$ cat src/hw/rtl/sobel_pkg.sv
// ----------------------------------------------------------------------------
// Sobel edge package
// Shared types and constants for the streaming Sobel edge block.
// ----------------------------------------------------------------------------
package sobel_pkg;

    localparam int unsigned CHAN_W    = 8;
    localparam int unsigned PIX_W     = 3 * CHAN_W;
    localparam int unsigned FW_W      = 11;
    localparam int unsigned FH_W      = 13;
    localparam int unsigned ROW_W     = 13;
    localparam int unsigned CFG_IDX_W = 1;
    localparam int unsigned CFG_DAT_W = 13;
    localparam int unsigned HEIGHT_LIMIT = 4096;
    localparam logic [CHAN_W-1:0] SAT_LEVEL = 8'd255;
    // Squared magnitude: max gx, gy is 4*255 = 1020, so sum < 2^21
    localparam int unsigned SQ_W = 21;
    localparam int unsigned GRAD_W = 11;

    localparam logic [CFG_IDX_W-1:0] REG_FRAME_WIDTH  = 1'b0;
    localparam logic [CFG_IDX_W-1:0] REG_FRAME_HEIGHT = 1'b1;

    // Neighbor mask and tags passed from front to back, per window
    typedef struct packed {
        logic top_ok;
        logic bot_ok;
        logic left_ok;
        logic right_ok;
        logic row_end;
        logic frame_end;
    } win_ctl_t;

    typedef struct packed {
        logic [PIX_W-1:0] c0_top;
        logic [PIX_W-1:0] c0_mid;
        logic [PIX_W-1:0] c0_bot;
        logic [PIX_W-1:0] c1_top;
        logic [PIX_W-1:0] c1_bot;
        logic [PIX_W-1:0] c2_top;
        logic [PIX_W-1:0] c2_mid;
        logic [PIX_W-1:0] c2_bot;
        win_ctl_t         ctl;
    } win_t;

    typedef struct packed {
        logic [CHAN_W-1:0] blue;
        logic [CHAN_W-1:0] green;
        logic [CHAN_W-1:0] red;
        logic              row_end;
        logic              frame_end;
    } edge_res_t;

endpackage

$ cat src/hw/rtl/sobel_back.sv
// ----------------------------------------------------------------------------
// Sobel back end
// Gradient, squared magnitude and rounded integer square root, pipelined
// one square-root bit per stage, with an output register.
// ----------------------------------------------------------------------------
module sobel_back (
    input  logic                  clk,
    input  logic                  rst_n,
    input  logic                  in_valid,
    output logic                  in_ready,
    input  sobel_pkg::win_t       win,
    output logic                  out_valid,
    input  logic                  out_ready,
    output sobel_pkg::edge_res_t  res
);
    localparam int unsigned NST = 8;
    localparam int unsigned SW  = sobel_pkg::SQ_W;
    localparam int unsigned GW  = sobel_pkg::GRAD_W;

    // gradient, square sum, root seed, eight root bits, rounding register
    logic adv;
    logic [NST+3:0] v_reg;
    sobel_pkg::win_ctl_t ctl_reg [NST+4];

    assign adv      = ~v_reg[NST+3] | out_ready;
    assign in_ready = adv;

    // Masked pixel value
    function automatic logic signed [GW-1:0] px(input logic [sobel_pkg::PIX_W-1:0] p,
                                                input int ch, input logic ok);
        logic [7:0] c;
        c = p[ch*8 +: 8];
        return ok ? GW'($signed({3'b000, c})) : '0;
    endfunction

    logic signed [GW-1:0] gx_reg [3], gy_reg [3];
    logic [SW-1:0]        sq_reg [3];
    logic [7:0]           n_reg [NST+1][3];
    logic [SW-1:0]        s_reg [NST+1][3];
    logic [7:0]           mag_reg [3];
    sobel_pkg::win_ctl_t  k;

    assign k = win.ctl;

    always_ff @(posedge clk or negedge rst_n)
    begin
        if (!rst_n)
            v_reg <= '0;
        else if (adv)
            v_reg <= {v_reg[NST+2:0], in_valid};
    end

    always_ff @(posedge clk)
    begin
        if (adv)
        begin
            ctl_reg[0] <= k;
            for (int i = 1; i < NST+4; i++)
                ctl_reg[i] <= ctl_reg[i-1];
            for (int ch = 0; ch < 3; ch++)
            begin
                // Stage 0: gradients
                gx_reg[ch] <= px(win.c2_top, ch, k.top_ok & k.right_ok)
                            - px(win.c0_top, ch, k.top_ok & k.left_ok)
                            + (px(win.c2_mid, ch, k.right_ok) <<< 1)
                            - (px(win.c0_mid, ch, k.left_ok) <<< 1)
                            + px(win.c2_bot, ch, k.bot_ok & k.right_ok)
                            - px(win.c0_bot, ch, k.bot_ok & k.left_ok);
                gy_reg[ch] <= px(win.c0_bot, ch, k.bot_ok & k.left_ok)
                            + (px(win.c1_bot, ch, k.bot_ok) <<< 1)
                            + px(win.c2_bot, ch, k.bot_ok & k.right_ok)
                            - px(win.c0_top, ch, k.top_ok & k.left_ok)
                            - (px(win.c1_top, ch, k.top_ok) <<< 1)
                            - px(win.c2_top, ch, k.top_ok & k.right_ok);
                // Stage 1: sum of squares, then the root seed
                sq_reg[ch] <= SW'(gx_reg[ch] * gx_reg[ch]) + SW'(gy_reg[ch] * gy_reg[ch]);
                n_reg[0][ch] <= '0;
                s_reg[0][ch] <= sq_reg[ch];
                // Root stages after the seed: one root bit per stage
                for (int b = 0; b < NST; b++)
                begin
                    logic [7:0] t;
                    t = n_reg[b][ch] | (8'h80 >> b);
                    n_reg[b+1][ch] <= ({8'd0, t} * {8'd0, t} <= 16'(s_reg[b][ch]) &&
                                       s_reg[b][ch] < SW'(65536)) ||
                                      (s_reg[b][ch] >= SW'(65536)) ? t : n_reg[b][ch];
                    s_reg[b+1][ch] <= s_reg[b][ch];
                end
                // Final: round and saturate
                if (s_reg[NST][ch] > SW'(65280))
                    mag_reg[ch] <= sobel_pkg::SAT_LEVEL;
                else if (s_reg[NST][ch] > SW'({8'd0, n_reg[NST][ch]} * {8'd0, n_reg[NST][ch]})
                                          + SW'(n_reg[NST][ch]))
                    mag_reg[ch] <= n_reg[NST][ch] + 8'd1;
                else
                    mag_reg[ch] <= n_reg[NST][ch];
            end
        end
    end

    assign out_valid     = v_reg[NST+3];
    assign res.blue      = mag_reg[0];
    assign res.green     = mag_reg[1];
    assign res.red       = mag_reg[2];
    assign res.row_end   = ctl_reg[NST+3].row_end;
    assign res.frame_end = ctl_reg[NST+3].frame_end;
endmodule

$ cat config.mk
export PLATFORM = sky130hd
export DESIGN_NAME = sobel_back
export DESIGN_NICKNAME = d
export VERILOG_FILES = /design/src/hw/rtl/sobel_pkg.sv /design/src/hw/rtl/sobel_back.sv
export SDC_FILE = /design/constraint.sdc
export NUM_CORES = 2
export LEC_CHECK = 0
export ABC_AREA = 1
export BUFFER_PORTS_ARGS = -buffer_cell sky130_fd_sc_hd__buf_2
export CORE_MARGIN = 1
export CORE_UTILIZATION = 47
export DETAILED_ROUTE_END_ITERATION = 8
export HOLD_SLACK_MARGIN = 0.1
export PLACE_DENSITY = 0.66
export SLEW_MARGIN = 10
export SYNTH_ARGS = -nofsm -noshare
export SYNTH_HDL_FRONTEND = slang
export SYNTH_SLANG_ARGS = --single-unit
$ cat constraint.sdc
create_clock -name clk -period 69 [get_ports clk]
set_clock_uncertainty 0.1 [all_clocks]
set_input_delay 3.45 -clock clk [delete_from_list [all_inputs] [get_ports clk]]
set_output_delay 3.45 -clock clk [all_outputs]
set_load 0.05 [all_outputs]
==> qor.json <==
{
  "max_clock_freq": {"value": 124, "unit": "MHz"},
  "cts_inserted_buffers": {"value": 95},
  "layout.filler_cells": {"value": 16045},
  "holdBufCountCts": {"value": 0},
  "rsz0062_at_grt": {"value": "false"},
  "core_rows": {"value": 155},
  "post_cts_setup_buffer_count": {"value": 0},
  "final_layout_size_suffix_gt1_share": {"value": 5.26, "unit": "%"},
  "cts_max_level": {"value": 3},
  "critical_path.max_fanout": {"value": 54},
  "post_synth_inst_count": {"value": 8446},
  "multi_input_comb_area": {"value": 0.0496, "unit": "sq mm"},
  "drc_errors": {"value": 0},
  "first_global_vias": {"value": 58568},
  "setup-tns-final": {"value": 0, "unit": "ns"},
  "timing.final.max_slew_violations": {"value": 0},
  "area.growth.synth_to_final": {"value": 8.12, "unit": "%"},
  "worst_setup_end_kind": {"value": "primary output"},
  "postSynthRegisterBits": {"value": 864},
  "cp-start-kind": {"value": "input pin"},
  "synth.yosys.warnings": {"value": 0},
  "max_ffs_per_register": {"value": 567},
  "layout_min_cycle_time": {"value": 8.07, "unit": "ns"},
  "yosysTopAreaCell": {"value": "sky130_fd_sc_hd__edfxtp_1"},
  "post_synthesis_instance_area": {"value": 0.0847, "unit": "sq mm"},
  "criticalPathCategory": {"value": "in -> out"},
  "drt_wl_total": {"value": 174000, "unit": "microns"},
  "outcome": {"value": "finished, final reports clean"},
  "slew_hr": {"value": 26.5, "unit": "%"},
  "synthDominantCellAreaShare": {"value": 30.2, "unit": "%"},
  "critical_path.n_buffers_inverters": {"value": 3},
  "ff_latch_area": {"value": 0.0259, "unit": "sq mm"},
  "dp_worst_setup_slack": {"value": 60.52, "unit": "ns"},
  "finish.net_count": {"value": 10912},
  "ys_types": {"value": 57},
  "cts_tree": {"value": "done"},
  "dpl.hpwl": {"value": 147000, "unit": "microns"},
  "crit_family": {"value": "buffers and inverters"},
  "initialDrtViolationCount": {"value": 2687},
  "worst_hold_path_type": {"value": "reg -> reg"},
  "starting_density_of_the_core": {"value": 47.4, "unit": "%"},
  "dr_vias_cell": {"value": 4.89},
  "clk_transition_reported_paths": {"value": 0.06, "unit": "ns"},
  "overflow": {"value": 0},
  "worst_ep_required_time": {"value": 65.45, "unit": "ns"},
  "async_reset_ff_share": {"value": 1.39, "unit": "%"},
  "ys_dominant_reg_cell": {"value": "sky130_fd_sc_hd__edfxtp_1"},
  "crit_top_cell": {"value": "sky130_fd_sc_hd__buf_2"},
  "detailroute.via_count": {"value": 54115},
  "synth_edf_count": {"value": 852},
  "worst_skew_pair.late_latency": {"value": 0.71, "unit": "ns"},
  "global_route_wire_length_before_repair": {"value": 290000, "unit": "microns"},
  "design.portCount": {"value": 230},
  "die_x": {"value": 427, "unit": "microns"},
  "synth_sequential_area_ratio": {"value": 30.5, "unit": "%"},
  "core": {"value": 0.179, "unit": "sq mm"},
  "clk_path_buf_depth": {"value": 3},
  "final_antenna_net_count": {"value": 0},
  "finalNonFillerCells": {"value": 11073},
  "routed_wire_length_per_instance": {"value": 15.7, "unit": "microns"},
  "gr-usage-all-layers": {"value": 19.8, "unit": "%"},
  "setup_ws": {"value": 60.93, "unit": "ns"},
  "finalWeightedCongestion": {"value": 1.04},
  "dieHeight": {"value": 427, "unit": "microns"},
  "final-hold-violation-count": {"value": 0},
  "worst_path_max_delay_cell": {"value": "sky130_fd_sc_hd__nand2_4"},
  "synthesis.nets": {"value": 10722},
  "maxCapViolCount": {"value": 0},
  "post-place-cells": {"value": 10894},
  "netlist_top_cells_area": {"value": "sky130_fd_sc_hd__edfxtp_1 30%, sky130_fd_sc_hd__fa_1 27%, sky130_fd_sc_hd__ha_1 14%, sky130_fd_sc_hd__inv_1 10%, sky130_fd_sc_hd__nand2_1 6.4%"},
  "clk_root_buffer_cell": {"value": "sky130_fd_sc_hd__clkbuf_16"},
  "die_area": {"value": 0.182, "unit": "sq mm"},
  "clock_sink_count": {"value": 864},
  "buffer_ports.inserted": {"value": 229},
  "worst_ep_arrival_time": {"value": 4.52, "unit": "ns"},
  "finalCritPeriodShare": {"value": 11.7, "unit": "%"},
  "grt_antenna_before_repair": {"value": 16},
  "cts_resized": {"value": 0},
  "crit_path_max_incr_delay": {"value": 0.52, "unit": "ns"},
  "critical_path.cell_chain": {"value": "buf_2, inv_1, nand2_4, buf_2"},
  "drt_pre_antenna_iters": {"value": 6},
  "final_setup_violation_count": {"value": 0},
  "grt_max_degree": {"value": 192},
  "worstMarginPinSlew": {"value": 1.10, "unit": "ns"},
  "post_synth.cell_area_avg": {"value": 10.0, "unit": "sq um"}
}
[area by class of cell]
cell class | instances | share of cell area [%]
Multi-Input combinational cell | 5124 | 54.1
Sequential cell | 864 | 28.3
Inverter | 2309 | 9.46
Tap cell | 2355 | 3.22
Clock buffer | 105 | 2.68
Timing Repair Buffer | 242 | 1.37
Clock inverter | 67 | 0.871
Antenna cell | 7 | 0.0191
[metal layers]
layer	share of wire (%)	vias up	wire length (microns)	track usage, %
li1	-	26450	-	-
met1	42	26411	72300	24.3
met2	51	981	88300	35.6
met3	4.1	257	7160	2.95
met4	3.4	16	5990	6.74
met5	0.052	-	90	0
[cell families (layout without fill, tap and decap cells)]
logic type	count (synthesis)	after routing	synth area share (%)
other	0	7	0
muxes	7	7	0.0915
xor gates and xnor gates	343	343	3.55
adders and majority gates	2074	2074	40.6
DFF	864	864	30.5
buffers and inverters	2458	2723	10.9
and+or+nand+nor	2161	2161	10.6
AOI/OAI and AO/OA	539	539	3.67
[final timing paths]
path | to | startpoint | slack [ns] | cells past startpoint
setup / recovery | in_ready | out_ready | 60.93 | 4
hold / removal | s_reg[0][17]$_DFFE_PP_ | sq_reg[0][59]$_DFFE_PP_ | 0.28 | 0
setup reg to reg | sq_reg[0][41]$_DFFE_PP_ | gy_reg[0][21]$_DFFE_PP_ | 61.74 | 18
hold reg to reg | s_reg[0][17]$_DFFE_PP_ | sq_reg[0][59]$_DFFE_PP_ | 0.28 | 0
max in group asynchronous | v_reg[2]$_DFFE_PN0P_ | rst_n | 66.07 | 1
min in group asynchronous | v_reg[1]$_DFFE_PN0P_ | rst_n | 2.51 | 1
[worst reg2reg max path, cell delays in order (launching register included)]
cell and delay (ns):
sky130_fd_sc_hd__edfxtp_1 0.75, sky130_fd_sc_hd__nand2_1 0.23, sky130_fd_sc_hd__inv_1 0.54, sky130_fd_sc_hd__fa_1 0.56, sky130_fd_sc_hd__fa_1 0.54, sky130_fd_sc_hd__inv_1 0.05, sky130_fd_sc_hd__fa_1 0.52, sky130_fd_sc_hd__fa_1 0.46
sky130_fd_sc_hd__fa_1 0.54, sky130_fd_sc_hd__fa_1 0.56, sky130_fd_sc_hd__inv_1 0.06, sky130_fd_sc_hd__fa_1 0.48, sky130_fd_sc_hd__ha_1 0.39, sky130_fd_sc_hd__a21oi_1 0.22, sky130_fd_sc_hd__nor2_1 0.06, sky130_fd_sc_hd__a211oi_1 0.27
sky130_fd_sc_hd__o211ai_1 0.30, sky130_fd_sc_hd__nand3_1 0.18, sky130_fd_sc_hd__nand2_1 0.14
[through the flow]
stage               hold WS (ns)  util (%)  instance area, sq um
finish                     0.275      51.2                 91600
global route               0.264      51.2                 91600
floorplan                  0.300         -                 84700
global placement           0.301      49.4                 88300
detailed placement         0.305      49.4                 88300
CTS                        0.270      51.2                 91600
[Yosys cell counts, types with 3 or more instances]
library cell	instances
sky130_fd_sc_hd__o211ai_1	30
sky130_fd_sc_hd__nand3_2	3
sky130_fd_sc_hd__buf_4	3
sky130_fd_sc_hd__a31oi_1	13
sky130_fd_sc_hd__nor3_1	72
sky130_fd_sc_hd__fa_1	1126
sky130_fd_sc_hd__nor4b_1	3
sky130_fd_sc_hd__buf_2	14
sky130_fd_sc_hd__a21o_1	23
sky130_fd_sc_hd__mux2_2	6
sky130_fd_sc_hd__o21ai_0	80
sky130_fd_sc_hd__inv_1	2301
sky130_fd_sc_hd__nand3_1	178
sky130_fd_sc_hd__edfxtp_1	852
sky130_fd_sc_hd__a211oi_1	9
sky130_fd_sc_hd__o221ai_1	4
sky130_fd_sc_hd__xnor2_1	132
sky130_fd_sc_hd__o311ai_0	5
sky130_fd_sc_hd__o41ai_1	5
sky130_fd_sc_hd__o2111ai_1	12
sky130_fd_sc_hd__clkinv_1	3
sky130_fd_sc_hd__nor2_1	263
sky130_fd_sc_hd__o21a_1	5
sky130_fd_sc_hd__nand3b_1	14
sky130_fd_sc_hd__o31ai_1	4
sky130_fd_sc_hd__nor4_1	46
sky130_fd_sc_hd__o21bai_1	14
sky130_fd_sc_hd__nand2_2	4
sky130_fd_sc_hd__nor3b_1	8
sky130_fd_sc_hd__xor2_1	211
sky130_fd_sc_hd__nand4_1	76
sky130_fd_sc_hd__a21oi_2	4
sky130_fd_sc_hd__o21ai_1	19
sky130_fd_sc_hd__a31o_2	4
sky130_fd_sc_hd__inv_2	5
sky130_fd_sc_hd__clkbuf_1	130
sky130_fd_sc_hd__nand2_1	1454
sky130_fd_sc_hd__a21oi_1	301
sky130_fd_sc_hd__or2_2	25
sky130_fd_sc_hd__dfrtp_1	12
sky130_fd_sc_hd__ha_1	948
[cells in the final DEF, fill, tap and decap left out, types with 25 or more instances in the layout]
cell	synthesis	layout
sky130_fd_sc_hd__inv_1	2301	2301
sky130_fd_sc_hd__nand2_1	1454	1453
sky130_fd_sc_hd__fa_1	1126	1126
sky130_fd_sc_hd__ha_1	948	948
sky130_fd_sc_hd__edfxtp_1	852	852
sky130_fd_sc_hd__a21oi_1	301	301
sky130_fd_sc_hd__nor2_1	263	263
sky130_fd_sc_hd__buf_2	14	229
sky130_fd_sc_hd__xor2_1	211	211
sky130_fd_sc_hd__nand3_1	178	178
sky130_fd_sc_hd__xnor2_1	132	132
sky130_fd_sc_hd__clkbuf_16	0	97
sky130_fd_sc_hd__o21ai_0	80	80
sky130_fd_sc_hd__nand4_1	76	76
sky130_fd_sc_hd__nor3_1	72	72
sky130_fd_sc_hd__nor4_1	46	46
sky130_fd_sc_hd__o211ai_1	30	30
sky130_fd_sc_hd__or2_2	25	25
Power is not shown: default switching activity piles up to over one toggle a cycle in this logic, so the estimate is an artifact.
